`src/hw/rtl/srfd_pkg.sv`:
```
// Shared constants, codes and types of the sensor response frame decoder.
`default_nettype none

package srfd_pkg;

   localparam logic [7:0] MARK_BYTE = 8'hF5;

   // Bytes 1 to 6 of a frame are held; byte 7 arrives with the final transfer.
   localparam int FRAME_BODY = 6;
   localparam int POS_WIDTH = 3;
   localparam logic [POS_WIDTH-1:0] POS_HUNT = 3'd0;
   localparam logic [POS_WIDTH-1:0] POS_LAST = 3'd7;

   localparam int CSR_INDEX_WIDTH = 1;
   localparam int CSR_DATA_WIDTH = 16;
   localparam logic [CSR_INDEX_WIDTH-1:0] CSR_MIN_USER_ID = 1'd0;
   localparam logic [CSR_INDEX_WIDTH-1:0] CSR_MAX_USER_ID = 1'd1;
   localparam logic [15:0] MIN_USER_ID_RESET = 16'd1;
   localparam logic [15:0] MAX_USER_ID_RESET = 16'd150;

   localparam logic [7:0] CMD_ENROLL_1 = 8'h01;
   localparam logic [7:0] CMD_ENROLL_2 = 8'h02;
   localparam logic [7:0] CMD_ENROLL_3 = 8'h03;
   localparam logic [7:0] CMD_DELETE_USER = 8'h04;
   localparam logic [7:0] CMD_DELETE_ALL = 8'h05;
   localparam logic [7:0] CMD_SET_LEVEL = 8'h2E;
   localparam logic [7:0] CMD_READ_USER = 8'h0B;
   localparam logic [7:0] CMD_QUERY_COUNT = 8'h09;
   localparam logic [7:0] CMD_SEARCH = 8'h0C;

   localparam logic [7:0] ACK_OK = 8'h00;
   localparam logic [7:0] ACK_UNKNOWN_CMD = 8'h01;
   localparam logic [7:0] ACK_NOUSER = 8'h05;

   localparam logic [7:0] COUNT_MAX = 8'd255;

   typedef enum logic [1:0] {
      KIND_ACCEPTED = 2'd0,
      KIND_BAD      = 2'd1,
      KIND_STALE    = 2'd2
   } kind_type;

   // body[k-1] holds frame byte k.
   typedef struct packed {
      logic [7:0]                 cmd;
      logic [FRAME_BODY-1:0][7:0] body;
      logic [7:0]                 tail;
   } frame_type;

   typedef struct packed {
      kind_type    kind;
      logic        success;
      logic [7:0]  ack;
      logic [15:0] user_id;
      logic [7:0]  stored_count;
   } result_type;

endpackage

`default_nettype wire

```
`src/hw/rtl/srfd_channels.sv`:
```
// Handshake channel interfaces for received bytes, decoded results and register writes.
`default_nettype none

interface srfd_req_if;
   logic       valid;
   logic       ready;
   logic [7:0] rx_byte;
   logic [7:0] awaited_cmd;

   modport source (output valid, output rx_byte, output awaited_cmd, input ready);
   modport sink (input valid, input rx_byte, input awaited_cmd, output ready);
endinterface


`default_nettype wire

```
`src/hw/rtl/srfd_collect.sv`:
```
// Start byte hunt and frame assembly into a registered frame.
`default_nettype none

module srfd_collect import srfd_pkg::*; (
   input  logic       clock,
   input  logic       reset,
   srfd_req_if.sink   req_bus,
   input  logic       frame_take,
   output logic       frame_valid,
   output frame_type  frame
);

   logic [POS_WIDTH-1:0]       pos_ff, pos_in;
   logic [FRAME_BODY-1:0][7:0] body_ff, body_in;
   logic                       frame_valid_ff, frame_valid_in;
   frame_type                  frame_ff, frame_in;
   logic                       accept;
   logic                       last;
   logic [POS_WIDTH-1:0]       slot;

   assign req_bus.ready = !frame_valid_ff || frame_take;
   assign accept = req_bus.valid && req_bus.ready;
   assign last = accept && (pos_ff == POS_LAST);
   assign slot = pos_ff - POS_WIDTH'(1);

   always_comb begin
      pos_in = pos_ff;
      body_in = body_ff;
      if (accept) begin
         if (pos_ff == POS_HUNT) begin
            if (req_bus.rx_byte == MARK_BYTE) begin
               pos_in = POS_HUNT + POS_WIDTH'(1);
            end
         end else if (pos_ff != POS_LAST) begin
            body_in[slot] = req_bus.rx_byte;
            pos_in = pos_ff + POS_WIDTH'(1);
         end else begin
            pos_in = POS_HUNT;
         end
      end
   end

   always_comb begin
      frame_in = frame_ff;
      if (last) begin
         frame_in.cmd = req_bus.awaited_cmd;
         frame_in.body = body_ff;
         frame_in.tail = req_bus.rx_byte;
      end
      frame_valid_in = last || (frame_valid_ff && !frame_take);
   end

   always_ff @(posedge clock) begin
      if (reset) begin
         pos_ff <= POS_HUNT;
         frame_valid_ff <= 1'b0;
      end else begin
         pos_ff <= pos_in;
         frame_valid_ff <= frame_valid_in;
      end
   end

   always_ff @(posedge clock) begin
      body_ff <= body_in;
      frame_ff <= frame_in;
   end

   assign frame_valid = frame_valid_ff;
   assign frame = frame_ff;

   // Inside a frame every transfer before the last byte moves one position forward.
   a_pos_step: assert property (@(posedge clock) disable iff (reset)
      accept && pos_ff != POS_HUNT && pos_ff != POS_LAST
      |=> pos_ff == $past(pos_ff) + POS_WIDTH'(1))
      else $error("frame position did not advance");

   a_hunt_hold: assert property (@(posedge clock) disable iff (reset)
      pos_ff == POS_HUNT && !(accept && req_bus.rx_byte == MARK_BYTE)
      |=> pos_ff == POS_HUNT)
      else $error("left hunt without a start byte");

   // A completed frame waits unchanged until the decoder takes it.
   a_frame_hold: assert property (@(posedge clock) disable iff (reset)
      frame_valid_ff && !frame_take |=> frame_valid_ff && frame_ff == $past(frame_ff))
      else $error("pending frame lost or changed");

endmodule

`default_nettype wire

```
`src/flat_wrapper.sv`:
```
// flat-port wrapper written by rule: the top's interface ports become plain ports
module srfd_collect_flat import srfd_pkg::*;
  (clock, reset, frame_take, frame_valid, frame, req_bus_valid, req_bus_rx_byte, req_bus_awaited_cmd, req_bus_ready);
  srfd_req_if req_bus_i ();
  input  logic clock;
  input  logic reset;
  input  logic frame_take;
  output logic frame_valid;
  output frame_type frame;
  input wire logic [$bits(req_bus_i.valid)-1:0] req_bus_valid;
  input wire logic [$bits(req_bus_i.rx_byte)-1:0] req_bus_rx_byte;
  input wire logic [$bits(req_bus_i.awaited_cmd)-1:0] req_bus_awaited_cmd;
  output wire logic [$bits(req_bus_i.ready)-1:0] req_bus_ready;
  assign req_bus_i.valid = req_bus_valid;
  assign req_bus_i.rx_byte = req_bus_rx_byte;
  assign req_bus_i.awaited_cmd = req_bus_awaited_cmd;
  assign req_bus_ready = req_bus_i.ready;
  srfd_collect u_core (.clock(clock), .reset(reset), .req_bus(req_bus_i), .frame_take(frame_take), .frame_valid(frame_valid), .frame(frame));
endmodule
```
`config.mk`:
```
export PLATFORM = sky130hd
export DESIGN_NAME = srfd_collect_flat
export DESIGN_NICKNAME = d
export VERILOG_FILES = /design/src/hw/rtl/srfd_pkg.sv /design/src/hw/rtl/srfd_channels.sv /design/src/hw/rtl/srfd_collect.sv /design/src/flat_wrapper.sv
export SDC_FILE = /design/constraint.sdc
export NUM_CORES = 1
export LEC_CHECK = 0
export ABC_AREA = 1
export ABC_CLOCK_PERIOD_IN_PS = 3900
export BUFFER_PORTS_ARGS = -buffer_cell sky130_fd_sc_hd__buf_4
export CAP_MARGIN = 10
export CORE_ASPECT_RATIO = 0.75
export CORE_MARGIN = 2
export CORE_UTILIZATION = 47
export CTS_CLUSTER_DIAMETER = 200
export CTS_CLUSTER_SIZE = 24
export DETAILED_ROUTE_END_ITERATION = 10
export PLACE_DENSITY = 0.79
export SLEW_MARGIN = 40
export SYNTH_ARGS = -nofsm -noshare
export SYNTH_HDL_FRONTEND = slang
export SYNTH_SLANG_ARGS = --single-unit
```
`constraint.sdc`:
```
create_clock -name clock -period 3.9 [get_ports clock]
set_clock_uncertainty 0.2 [all_clocks]
set_input_delay 0.195 -clock clock [delete_from_list [all_inputs] [get_ports clock]]
set_output_delay 0.195 -clock clock [all_outputs]
set_load 0.005 [all_outputs]
```
==> out/qor.csv <==
stage;metric;value;unit
outcome;outcome;completed;
sta;fin crit share;0.645;
critical_path;Worst Path Arrival;2.76;ns
grt;first-pass GRT wire length;9.99;mm
grt;largest net degree at the start of global routing;37;
critical_path;Crit-path slowest cell;dlygate4sd3_1;
clock_network;CTS max path bufs;2;
routing;final wirelength;6.89;mm
critical_path;CP Launch Type;register;
sta;Slew HR;0.485;
critical_path;cells along the critical path;inv_2 -> ha_1 -> nand2_2 -> nand2_4 -> nand3_1 -> nand2_1 -> dlygate4sd3_1 -> nor2_1 -> dlygate4sd3_1;
sta;Setup TNS;0;ns
synthesis;Post-synth EDFFs;112;
synthesis;Synth Area in Compound Gates;0.00131;
sta;Max Slew Vio Count;0;
grt;number of global-route vias before repair;1914;
sta;unrepaired setup endpoints after global routing;false;
floorplan;# IOs;86;
grt;total track usage;0.167;
placement;GPL Wtd Cong;0.788;
critical_path;type of the worst setup path;register to register;
sta;WHS;0.197;ns
run;Max Cap Viol;0;
synthesis;post-synthesis cell area;0.00381;mm²
power_and_ir_drop;maximum vdd ir drop;0.000267;V
critical_path;reg-to-reg critical path startpoint;u_core.pos_ff[0];
synthesis;post-synthesis register bit count;116;
synthesis;mux cell area share after synthesis;0;
floorplan;Initial Util;0.483;
placement;Port Buffers;85;
floorplan;core area;0.00788;mm²
critical_path;Worst Setup End Kind;register;
routing;routed vias;1923;
critical_path;cell mode on critical path;dlygate4sd3_1;
floorplan;site row count;28;
power_and_ir_drop;Sw Share;0.247;
synthesis;ys flop type;edfxtp_1;
placement;detailed placer's ending HPWL;4.17;mm
synthesis;XOR/XNOR Fraction of Synth Area;0;
power_and_ir_drop;switching power total;0.000834;W
worst_hold_path;worst hold stages;2;
synthesis;Synth Area per Inst;21.3;µm²
critical_path;Worst R2R End;u_core.pos_ff[2];
floorplan;Die Footprint;0.00885;mm²
critical_path;max incr delay on CP;0.55;ns
power_and_ir_drop;internal power;0.00255;W
critical_path;r2r setup slk;1.38;ns
power_and_ir_drop;Comb power frac;0.117;
floorplan;die height;82.0;µm
routing;mean number of vias per cell;4.54;
routing;metal2 WL;3.39;mm
synthesis;FFs w/ async S/R, synth;0;
worst_hold_path;Hold WC Path Type;input port to register;
synthesis;top cells by count, synth;edfxtp_1 (112), nand2_1 (15), inv_1 (8), nor2_1 (8), inv_2 (6);
grt;initial antenna violation count;0;
final_layout;diode count;0;
sta;fmax;397;MHz
routing;DR pass1 iterations;4;
floorplan;DIE WIDTH;108;µm
clock_network;CTS Buf Count;17;
clock_network;clock sinks;116;
sta;fin crit period;2.52;ns
sta;final hold violation count;0;
clock_network;post-CTS setup buffers;0;
routing;Antenna Violating Nets Remaining;0;
synthesis;Post-Synth Simple-Gate Area;0.0666;
power_and_ir_drop;Power Dens Cells;620;mW/mm²
routing;DR DRC count;0;
clock_network;H-tree Lvls;4;
synthesis;Synth Area in Adders;0.0131;
routing;WL met1;2.98;mm
synthesis;top cells by area, synth;edfxtp_1 (88%), dfxtp_1 (2.1%), nand2_1 (1.5%), ha_1 (1.3%), nor3_2 (1.3%);
clock_network;post_cts resized;0;
clock_network;hold buffers post-CTS;22;
power_and_ir_drop;sequential share of power;0.431;
final_layout;Syn-to-layout area delta;43.1;%
routing;met3 WL;408;µm
synthesis;post-synthesis sequential area ratio;0.903;
routing;Avg WL per Cell;16.3;µm
synthesis;Synth Warn #;0;
final_layout;ratio of cells with drive above 1 in the final layout;0.445;
final_layout;# nets final;331;
clock_network;clock root buffer;clkbuf_8;
clock_network;Clock transition at path regs;0.06;ns
worst_hold_path;Hold Path End;u_core.frame[56];
critical_path;number of cells on the worst reg-to-reg path;9;
clock_network;CTS tree;done;
synthesis;Mapped Nets;203;
power_and_ir_drop;clock share of power;0.452;
synthesis;largest family of logic cells by synthesized area;simple AND/OR/NAND/NOR gates;
critical_path;Worst Path Buf+Inv;3;
synthesis;Synth top area share;0.882;
synthesis;most numerous cell in the Yosys netlist;edfxtp_1;
routing;DRT iter0 DRCs;88;
grt;grt ovf;0;
worst_hold_path;HP Start;req_bus_awaited_cmd[0];
synthesis;Syn Inst Count;179;
clock_network;Clock Latency Late Sink;0.51;ns
critical_path;CP Data Required Time;4.15;ns
synthesis;area leader, netlist;edfxtp_1;
critical_path;crit-path max FO;7;
sta;Finish-stage setup viols;0;
critical_path;Top Family by Delay on Critical Path;buffers and inverters;
sta;worst-margin pin slew;0.768;ns
routing;top layer in use;met4;
synthesis;Synth cell types;16;
power_and_ir_drop;Lkg Pwr;2.05;nW
## power groups by stage
stage | sequential (W) | combinational, W | clock (W)
2_1_floorplan | 0.00147 | 0.000253 | 0
3_3_place_gp | 0.00148 | 0.000322 | 0
3_5_place_dp | 0.00148 | 0.000352 | 0
4_1_cts | 0.00146 | 0.000384 | 0.00155
5_1_grt | 0.00146 | 0.000442 | 0.00160
6_report | 0.00146 | 0.000396 | 0.00153
## layout by cell type, fill, tap and decap left out, drive strengths merged
cell / count
nand3: 6
nand2: 22
edfxtp: 112
clkbuf: 17
or2: 1
clkinvlp: 3
dlygate4sd3: 22
bufinv: 3
o21ai: 1
ha: 4
clkinv: 5
nor2: 8
inv: 18
buf: 87
dfxtp: 4
nor3: 6
## how the worst max path moves through the flow
stage	from	to	slack, ns	depth (start not counted)
2_1_floorplan	u_core.pos_ff[0]	u_core.frame[0]	0.93	4
3_3_place_gp	u_core.pos_ff[0]	u_core.body_ff[10]	1.57	5
3_5_place_dp	u_core.pos_ff[0]	u_core.body_ff[26]	1.53	5
4_1_cts	u_core.pos_ff[0]	u_core.pos_ff[2]	1.45	9
5_1_grt	u_core.pos_ff[0]	u_core.pos_ff[2]	1.27	9
6_report	u_core.pos_ff[0]	u_core.pos_ff[2]	1.38	9
## state kept, by name, summed over array words and instances, names as in the netlist
name and count:
u_core.frame 64, u_core.body_ff 48, u_core.pos_ff 3, u_core.frame_valid 1
## final cells by class
class | instances | area [µm²]
flip-flops and latches | 116 | 3440
fillers | 508 | 2430
clock inverters | 14 | 179
clock buffers | 17 | 414
multi-input cells | 48 | 334
repair buffers | 109 | 893
inverters | 15 | 58.8
well taps | 105 | 131
## routing by layer
metal / global-route usage / vias to the layer above
li1: - / 930
met4: 0.0808 / 0
met1: 0.205 / 906
met5: 0 / -
met2: 0.257 / 76
met3: 0.0754 / 11
## cells by family (layout without fill, tap and decap cells)
family	count (synthesis)	after routing
buffers and inverters	15	155
AO/OA/AOI/OAI	1	1
flip-flops	116	116
AND/OR/NAND/NOR	43	43
adder cells (fa/ha/maj)	4	4
## stage by stage
step,instance area [µm²],utilization,power (W),cells,worst slack (ns)
global placement,4610,0.585,0.00180,370,1.57
detailed placement,4620,0.586,0.00183,370,1.53
floorplan,3810,-,0.00173,179,0.932
CTS,5430,0.689,0.00339,423,1.45
global route,5450,0.692,0.00351,424,1.27
finish,5450,0.692,0.00338,424,1.38
(Power assumes the default switching activity.)
