==> src/hw/rtl/srfd_pkg.sv <==
// Shared constants, codes and types of the sensor response frame decoder.
`default_nettype none

package srfd_pkg;

   localparam logic [7:0] MARK_BYTE = 8'hF5;

   // Bytes 1 to 6 of a frame are held; byte 7 arrives with the final transfer.
   localparam int FRAME_BODY = 6;
   localparam int POS_WIDTH = 3;
   localparam logic [POS_WIDTH-1:0] POS_HUNT = 3'd0;
   localparam logic [POS_WIDTH-1:0] POS_LAST = 3'd7;

   localparam int CSR_INDEX_WIDTH = 1;
   localparam int CSR_DATA_WIDTH = 16;
   localparam logic [CSR_INDEX_WIDTH-1:0] CSR_MIN_USER_ID = 1'd0;
   localparam logic [CSR_INDEX_WIDTH-1:0] CSR_MAX_USER_ID = 1'd1;
   localparam logic [15:0] MIN_USER_ID_RESET = 16'd1;
   localparam logic [15:0] MAX_USER_ID_RESET = 16'd150;

   localparam logic [7:0] CMD_ENROLL_1 = 8'h01;
   localparam logic [7:0] CMD_ENROLL_2 = 8'h02;
   localparam logic [7:0] CMD_ENROLL_3 = 8'h03;
   localparam logic [7:0] CMD_DELETE_USER = 8'h04;
   localparam logic [7:0] CMD_DELETE_ALL = 8'h05;
   localparam logic [7:0] CMD_SET_LEVEL = 8'h2E;
   localparam logic [7:0] CMD_READ_USER = 8'h0B;
   localparam logic [7:0] CMD_QUERY_COUNT = 8'h09;
   localparam logic [7:0] CMD_SEARCH = 8'h0C;

   localparam logic [7:0] ACK_OK = 8'h00;
   localparam logic [7:0] ACK_UNKNOWN_CMD = 8'h01;
   localparam logic [7:0] ACK_NOUSER = 8'h05;

   localparam logic [7:0] COUNT_MAX = 8'd255;

   typedef enum logic [1:0] {
      KIND_ACCEPTED = 2'd0,
      KIND_BAD      = 2'd1,
      KIND_STALE    = 2'd2
   } kind_type;

   // body[k-1] holds frame byte k.
   typedef struct packed {
      logic [7:0]                 cmd;
      logic [FRAME_BODY-1:0][7:0] body;
      logic [7:0]                 tail;
   } frame_type;

   typedef struct packed {
      kind_type    kind;
      logic        success;
      logic [7:0]  ack;
      logic [15:0] user_id;
      logic [7:0]  stored_count;
   } result_type;

endpackage

`default_nettype wire

==> src/hw/rtl/srfd_channels.sv <==
// Handshake channel interfaces for received bytes, decoded results and register writes.
`default_nettype none


interface srfd_rsp_if;
   logic        valid;
   logic        ready;
   logic [1:0]  frame_kind;
   logic        success;
   logic [7:0]  ack_code;
   logic [15:0] user_id;
   logic [7:0]  stored_count;

   modport source (output valid, output frame_kind, output success, output ack_code,
                   output user_id, output stored_count, input ready);
   modport sink (input valid, input frame_kind, input success, input ack_code,
                 input user_id, input stored_count, output ready);
endinterface


`default_nettype wire

==> src/hw/rtl/srfd_decode.sv <==
// Frame check, command decode, user id and count state, and the result register.
`default_nettype none

module srfd_decode import srfd_pkg::*; (
   input  logic        clock,
   input  logic        reset,
   input  logic [15:0] min_user_id,
   input  logic [15:0] max_user_id,
   input  logic        frame_valid,
   input  frame_type   frame,
   output logic        frame_take,
   srfd_rsp_if.source  rsp_bus
);

   logic [15:0] user_ff, user_in;
   logic [7:0]  count_ff, count_in;
   logic        rsp_valid_ff, rsp_valid_in;
   result_type  result_ff, result_in;

   logic        load;
   logic [7:0]  sum;
   logic [15:0] pair;
   logic [7:0]  level;
   logic [7:0]  uid8;
   logic [15:0] new_user;
   logic [7:0]  new_count;
   logic [7:0]  ack;
   kind_type    kind;

   assign frame_take = !rsp_valid_ff || rsp_bus.ready;
   assign load = frame_valid && frame_take;

   assign sum = frame.body[0] ^ frame.body[1] ^ frame.body[2] ^ frame.body[3] ^ frame.body[4];
   assign pair = {frame.body[1], frame.body[2]};
   assign level = frame.body[3];
   // Search reports the slot in byte 3, or in byte 2 when only that one is in range.
   assign uid8 = ({8'h00, frame.body[2]} < min_user_id &&
                  {8'h00, frame.body[1]} >= min_user_id) ? frame.body[1] : frame.body[2];

   always_comb begin
      new_user = user_ff;
      new_count = count_ff;
      ack = ACK_OK;
      if (frame.tail != MARK_BYTE || frame.body[5] != sum) begin
         kind = KIND_BAD;
      end else if (frame.body[0] != frame.cmd) begin
         kind = KIND_STALE;
      end else begin
         kind = KIND_ACCEPTED;
         case (frame.cmd)
            CMD_ENROLL_1, CMD_ENROLL_2, CMD_ENROLL_3,
            CMD_DELETE_USER, CMD_DELETE_ALL, CMD_SET_LEVEL: begin
               ack = level;
            end
            CMD_READ_USER: begin
               if (level == ACK_OK) begin
                  new_user = pair;
               end
               ack = level;
            end
            CMD_QUERY_COUNT: begin
               if (level == ACK_OK || (pair != 16'd0 && pair <= max_user_id)) begin
                  new_count = (pair[15:8] != 8'h00) ? COUNT_MAX : pair[7:0];
                  new_user = {8'h00, new_count};
                  ack = ACK_OK;
               end else begin
                  ack = level;
               end
            end
            CMD_SEARCH: begin
               if (level >= 8'd1 && level <= 8'd3 && {8'h00, uid8} >= min_user_id) begin
                  new_user = {8'h00, uid8};
                  ack = ACK_OK;
               end else if (level == ACK_OK && pair >= min_user_id) begin
                  new_user = pair;
                  ack = ACK_OK;
               end else begin
                  ack = ACK_NOUSER;
               end
            end
            default: begin
               ack = ACK_UNKNOWN_CMD;
            end
         endcase
      end
   end

   always_comb begin
      user_in = load ? new_user : user_ff;
      count_in = load ? new_count : count_ff;
      result_in = result_ff;
      if (load) begin
         result_in.kind = kind;
         result_in.success = (kind == KIND_ACCEPTED) && (ack == ACK_OK);
         result_in.ack = ack;
         result_in.user_id = new_user;
         result_in.stored_count = new_count;
      end
      if (load) begin
         rsp_valid_in = 1'b1;
      end else if (rsp_bus.ready) begin
         rsp_valid_in = 1'b0;
      end else begin
         rsp_valid_in = rsp_valid_ff;
      end
   end

   always_ff @(posedge clock) begin
      if (reset) begin
         user_ff <= 16'd0;
         count_ff <= 8'd0;
         rsp_valid_ff <= 1'b0;
      end else begin
         user_ff <= user_in;
         count_ff <= count_in;
         rsp_valid_ff <= rsp_valid_in;
      end
   end

   always_ff @(posedge clock) begin
      result_ff <= result_in;
   end

   assign rsp_bus.valid = rsp_valid_ff;
   assign rsp_bus.frame_kind = result_ff.kind;
   assign rsp_bus.success = result_ff.success;
   assign rsp_bus.ack_code = result_ff.ack;
   assign rsp_bus.user_id = result_ff.user_id;
   assign rsp_bus.stored_count = result_ff.stored_count;

   // A bad or stale frame never carries an ack or a success.
   a_reject_clean: assert property (@(posedge clock) disable iff (reset)
      rsp_valid_ff && result_ff.kind != KIND_ACCEPTED
      |-> result_ff.ack == ACK_OK && !result_ff.success)
      else $error("rejected frame reports an ack");

   a_state_hold: assert property (@(posedge clock) disable iff (reset)
      !load |=> $stable(user_ff) && $stable(count_ff))
      else $error("state changed without a frame");

   // The waiting result always reflects the current state.
   a_result_state: assert property (@(posedge clock) disable iff (reset)
      rsp_valid_ff |-> result_ff.user_id == user_ff && result_ff.stored_count == count_ff)
      else $error("result out of step with state");

endmodule

`default_nettype wire

==> src/flat_wrapper.sv <==
// flat-port wrapper written by rule: the top's interface ports become plain ports
module srfd_decode_flat import srfd_pkg::*;
  (clock, reset, min_user_id, max_user_id, frame_valid, frame, frame_take, rsp_bus_valid, rsp_bus_frame_kind, rsp_bus_success, rsp_bus_ack_code, rsp_bus_user_id, rsp_bus_stored_count, rsp_bus_ready);
  srfd_rsp_if rsp_bus_i ();
  input  logic clock;
  input  logic reset;
  input  logic [15:0] min_user_id;
  input  logic [15:0] max_user_id;
  input  logic frame_valid;
  input  frame_type frame;
  output logic frame_take;
  output wire logic [$bits(rsp_bus_i.valid)-1:0] rsp_bus_valid;
  output wire logic [$bits(rsp_bus_i.frame_kind)-1:0] rsp_bus_frame_kind;
  output wire logic [$bits(rsp_bus_i.success)-1:0] rsp_bus_success;
  output wire logic [$bits(rsp_bus_i.ack_code)-1:0] rsp_bus_ack_code;
  output wire logic [$bits(rsp_bus_i.user_id)-1:0] rsp_bus_user_id;
  output wire logic [$bits(rsp_bus_i.stored_count)-1:0] rsp_bus_stored_count;
  input wire logic [$bits(rsp_bus_i.ready)-1:0] rsp_bus_ready;
  assign rsp_bus_valid = rsp_bus_i.valid;
  assign rsp_bus_frame_kind = rsp_bus_i.frame_kind;
  assign rsp_bus_success = rsp_bus_i.success;
  assign rsp_bus_ack_code = rsp_bus_i.ack_code;
  assign rsp_bus_user_id = rsp_bus_i.user_id;
  assign rsp_bus_stored_count = rsp_bus_i.stored_count;
  assign rsp_bus_i.ready = rsp_bus_ready;
  srfd_decode u_core (.clock(clock), .reset(reset), .min_user_id(min_user_id), .max_user_id(max_user_id), .frame_valid(frame_valid), .frame(frame), .frame_take(frame_take), .rsp_bus(rsp_bus_i));
endmodule
==> config.mk <==
export PLATFORM = sky130hd
export DESIGN_NAME = srfd_decode_flat
export DESIGN_NICKNAME = d
export VERILOG_FILES = /design/src/hw/rtl/srfd_pkg.sv /design/src/hw/rtl/srfd_channels.sv /design/src/hw/rtl/srfd_decode.sv /design/src/flat_wrapper.sv
export SDC_FILE = /design/constraint.sdc
export NUM_CORES = 1
export LEC_CHECK = 0
export ABC_AREA = 1
export BUFFER_PORTS_ARGS = -buffer_cell sky130_fd_sc_hd__buf_2
export CAP_MARGIN = 30
export CORE_MARGIN = 2
export CORE_UTILIZATION = 45
export CTS_BUF_LIST = sky130_fd_sc_hd__clkbuf_16
export DETAILED_ROUTE_END_ITERATION = 8
export GPL_TIMING_DRIVEN = 0
export PLACE_DENSITY = 0.69
export SLEW_MARGIN = 10
export SYNTH_ARGS = -nofsm -noshare
export SYNTH_HDL_FRONTEND = slang
export SYNTH_SLANG_ARGS = --single-unit
export TNS_END_PERCENT = 5
==> constraint.sdc <==
create_clock -name clock -period 3.5 [get_ports clock]
set_input_delay 0.175 -clock clock [delete_from_list [all_inputs] [get_ports clock]]
set_output_delay 0.175 -clock clock [all_outputs]
set_load 0.005 [all_outputs]
==> flow_summary.toml <==
[power]
p_leak_nw = 3.92
p_per_area_mw_per_mm2 = 304
ir_drop_mv = 0.194

[sta]
finalClockSkew_ns = 0.00553
grt_setup_unrepaired = "no"
final.period_utilization_pct = 92.8
setup_slack_ns = 0.250
tightest_slew_ns = 0.543
hold_viol_final = 0
fin_crit_ns = 3.25
slew_headroom_pct = 63.8
drv_slew = 0
fin_setup_tns_ns = 0
setup_viol = 0
max_freq_mhz = 308

[route]
avgViaCountPerCell = 5.03
met3_length_um = 1250
wire_per_inst_um = 13.8
num_vias = 6239
first_iter_violations = 496
wl_met1_um = 7700
route.met2.wl_um = 7830
drt_wl_total_um = 17200
drc_errors = 0
dr.pass1.iters = 7
highest_layer = "met4"
ant_nets = 0

[clocking]
cts.sinks = 60
holdBufCountCts = 0
cts_tree = "built"
h-tree-depth = 3
cts_made_buffers = 9
root_buffer = "clkbuf_16"
clk-insertion-delay-late_ns = 0.32
cts.path.max_buffers = 2
clk_pin_slew_ns = 0.05

[synth]
synth_seq_cells = 60
synth_area_per_cell_um2 = 6.33
ys_seq_area_share_pct = 26.8
yosysUniqueCellTypes = 40
netlist_instances = 914
yosysWarnings = 0
synth_nets = 1062
syn-cell-area_mm2 = 0.00579

[floorplan]
core_area_mm2 = 0.0126
dieArea_mm2 = 0.0138
rows = 41
start_util_pct = 46.1
pin_count = 137
die_h_um = 117
die_w_um = 117

[status]
outcome = "completed"

[place]
pre_cts_slack_ns = -0.276
place.detailed.hpwl_um = 13800
placed_cells = 1223
port_buffers = 136
gp_congestion = 0.939

[cells_and_area]
instances_no_fill = 1240
nets = 1211
layout_commonest_cell = "nand2_1"
drive_above_1_share_pct = 19.0
areaGrowthSynthToFinish_pct = 20.7
num_antenna_cells = 0
layout_common_cells = "nand2_1, inv_1, buf_2"
post-route-util_pct = 55.6

[worst_setup_path]
endpoint_kind = "flip-flop"
worstPathRequired_ns = 3.55
cp-start-kind = "input pin"
critPathKind = "input pin to flip-flop"
reg2reg_depth = 6
worstPathMaxFanout = 10
cp.arrival_ns = 3.30

[min_path]
hp-class = "input pin to flip-flop"
min_delay_path_depth = 4

[grt]
gr-total-overflow = 0
grt_max_degree = 37
antenna_found_initial = 0
grt_pass1_vias = 5785
track_usage_pct = 25.1
grt_pass1_wl_um = 28000

[flow_run]
maxCapViolations = 0
[cells by family after synthesis]
kind of cell	count (synthesis)	synth area share (%)
buffers and inverters	180	12.0
flip-flops	60	26.8
AO/OA/AOI/OAI	119	11.0
AND/OR/NAND/NOR	497	38.3
XOR/XNOR	10	1.51
adder cells (fa/ha/maj)	48	10.4
[synth_stat cells, drive strengths merged]
| library cell | count | area [um2] |
|---|---|---|
| nand2 | 280 | 1090 |
| o211ai | 1 | 7.51 |
| clkinv | 1 | 3.75 |
| nand3b | 14 | 105 |
| nand4 | 16 | 100 |
| nor2 | 83 | 332 |
| xor2 | 4 | 35.0 |
| nor3 | 17 | 106 |
| and3 | 1 | 6.26 |
| o21a | 1 | 7.51 |
| o22ai | 5 | 31.3 |
| xnor2 | 6 | 52.6 |
| buf | 6 | 40.0 |
| inv | 164 | 616 |
| nor4 | 3 | 33.8 |
| clkbuf | 9 | 33.8 |
| o21ai | 61 | 320 |
| a21oi | 45 | 225 |
| or2 | 1 | 8.76 |
| and2 | 7 | 43.8 |
| ha | 48 | 601 |
| dfxtp | 25 | 500 |
| edfxtp | 35 | 1050 |
| a21o | 3 | 22.5 |
| nand3 | 75 | 398 |
| o311ai | 1 | 8.76 |
| a31oi | 2 | 12.5 |
[cell type report]
class | instances | area, um2
inverters | 165 | 623
flip-flops and latches | 60 | 1550
multi-input cells | 674 | 3560
repair buffers | 138 | 708
well taps | 172 | 215
plain buffers | 15 | 75.1
fillers | 1313 | 5580
clock buffers | 9 | 225
clock inverters | 7 | 28.8
[routing by layer]
layer  up-vias  GRT usage (%)
met5         -              0
met1      2737           34.0
met2       226           41.0
li1       3247              -
met4         0           7.91
met3        29           4.13
[worst paths after layout]
path	startpoint	endpoint	slack, ns
hold reg to reg	u_core.rsp_bus.valid$_SDFFE_PP0P_	u_core.rsp_bus.valid$_SDFFE_PP0P_	0.51
setup reg to reg	u_core.rsp_bus.valid$_SDFFE_PP0P_	u_core.rsp_bus.ack_code[2]$_DFFE_PP_	1.59
hold / removal	rsp_bus_ready	u_core.rsp_bus.valid$_SDFFE_PP0P_	0.16
setup / recovery	frame[19]	u_core.rsp_bus.user_id[1]$_DFFE_PP_	0.25
[sequential cells by signal (all words and copies together) (netlist names)]
signal	cells
u_core.user_ff	16
u_core.rsp_bus.valid	1
u_core.rsp_bus.stored_count	8
u_core.rsp_bus.frame_kind	2
u_core.rsp_bus.user_id	16
u_core.count_ff	8
u_core.rsp_bus.ack_code	8
u_core.rsp_bus.success	1
[power breakdown]
group	internal, mW	leakage [nW]	switching, mW	total (mW)
sequential	0.801	0.559	0.0189	0.820
clock	0.461	0.138	0.278	0.739
combinational	0.211	3.22	0.351	0.562
total	1.47	3.92	0.648	2.12
[metrics by stage]
step                power (mW)  hold WS [ns]  area [um2]
global route              2.25         0.192        6990
CTS                       2.13         0.157        6960
floorplan                 1.17         0.368        5790
global placement          1.37         0.490        6680
detailed placement        1.39         0.497        6710
finish                    2.12         0.157        6990
[repair_timing]
| item | in CTS | in global routing |
|---|---|---|
| buffers inserted | 0 | 1 |
| setup endpoints to repair | 0 | 35 |
| gates resized for setup | 0 | 6 |
[worst max-delay path, stage by stage]
cell,delay [ns]
buf_2,0.25
ha_1,0.30
a21oi_1,0.14
o21ai_0,0.10
nand2_1,0.06
nand2_1,0.04
nand2_1,0.06
nand2_2,0.14
nand2_4,0.14
nand2_1,0.08
and2_1,0.16
ha_1,0.30
nand2_1,0.07
o21ai_0,0.17
nand2_1,0.07
nand2_1,0.06
nand2_1,0.04
nand2_1,0.13
a21oi_2,0.09
nand2_1,0.14
nand3_2,0.19
buf_6,0.21
nand2_1,0.08
nand2_1,0.07
Power figures use the tool's default switching activity.
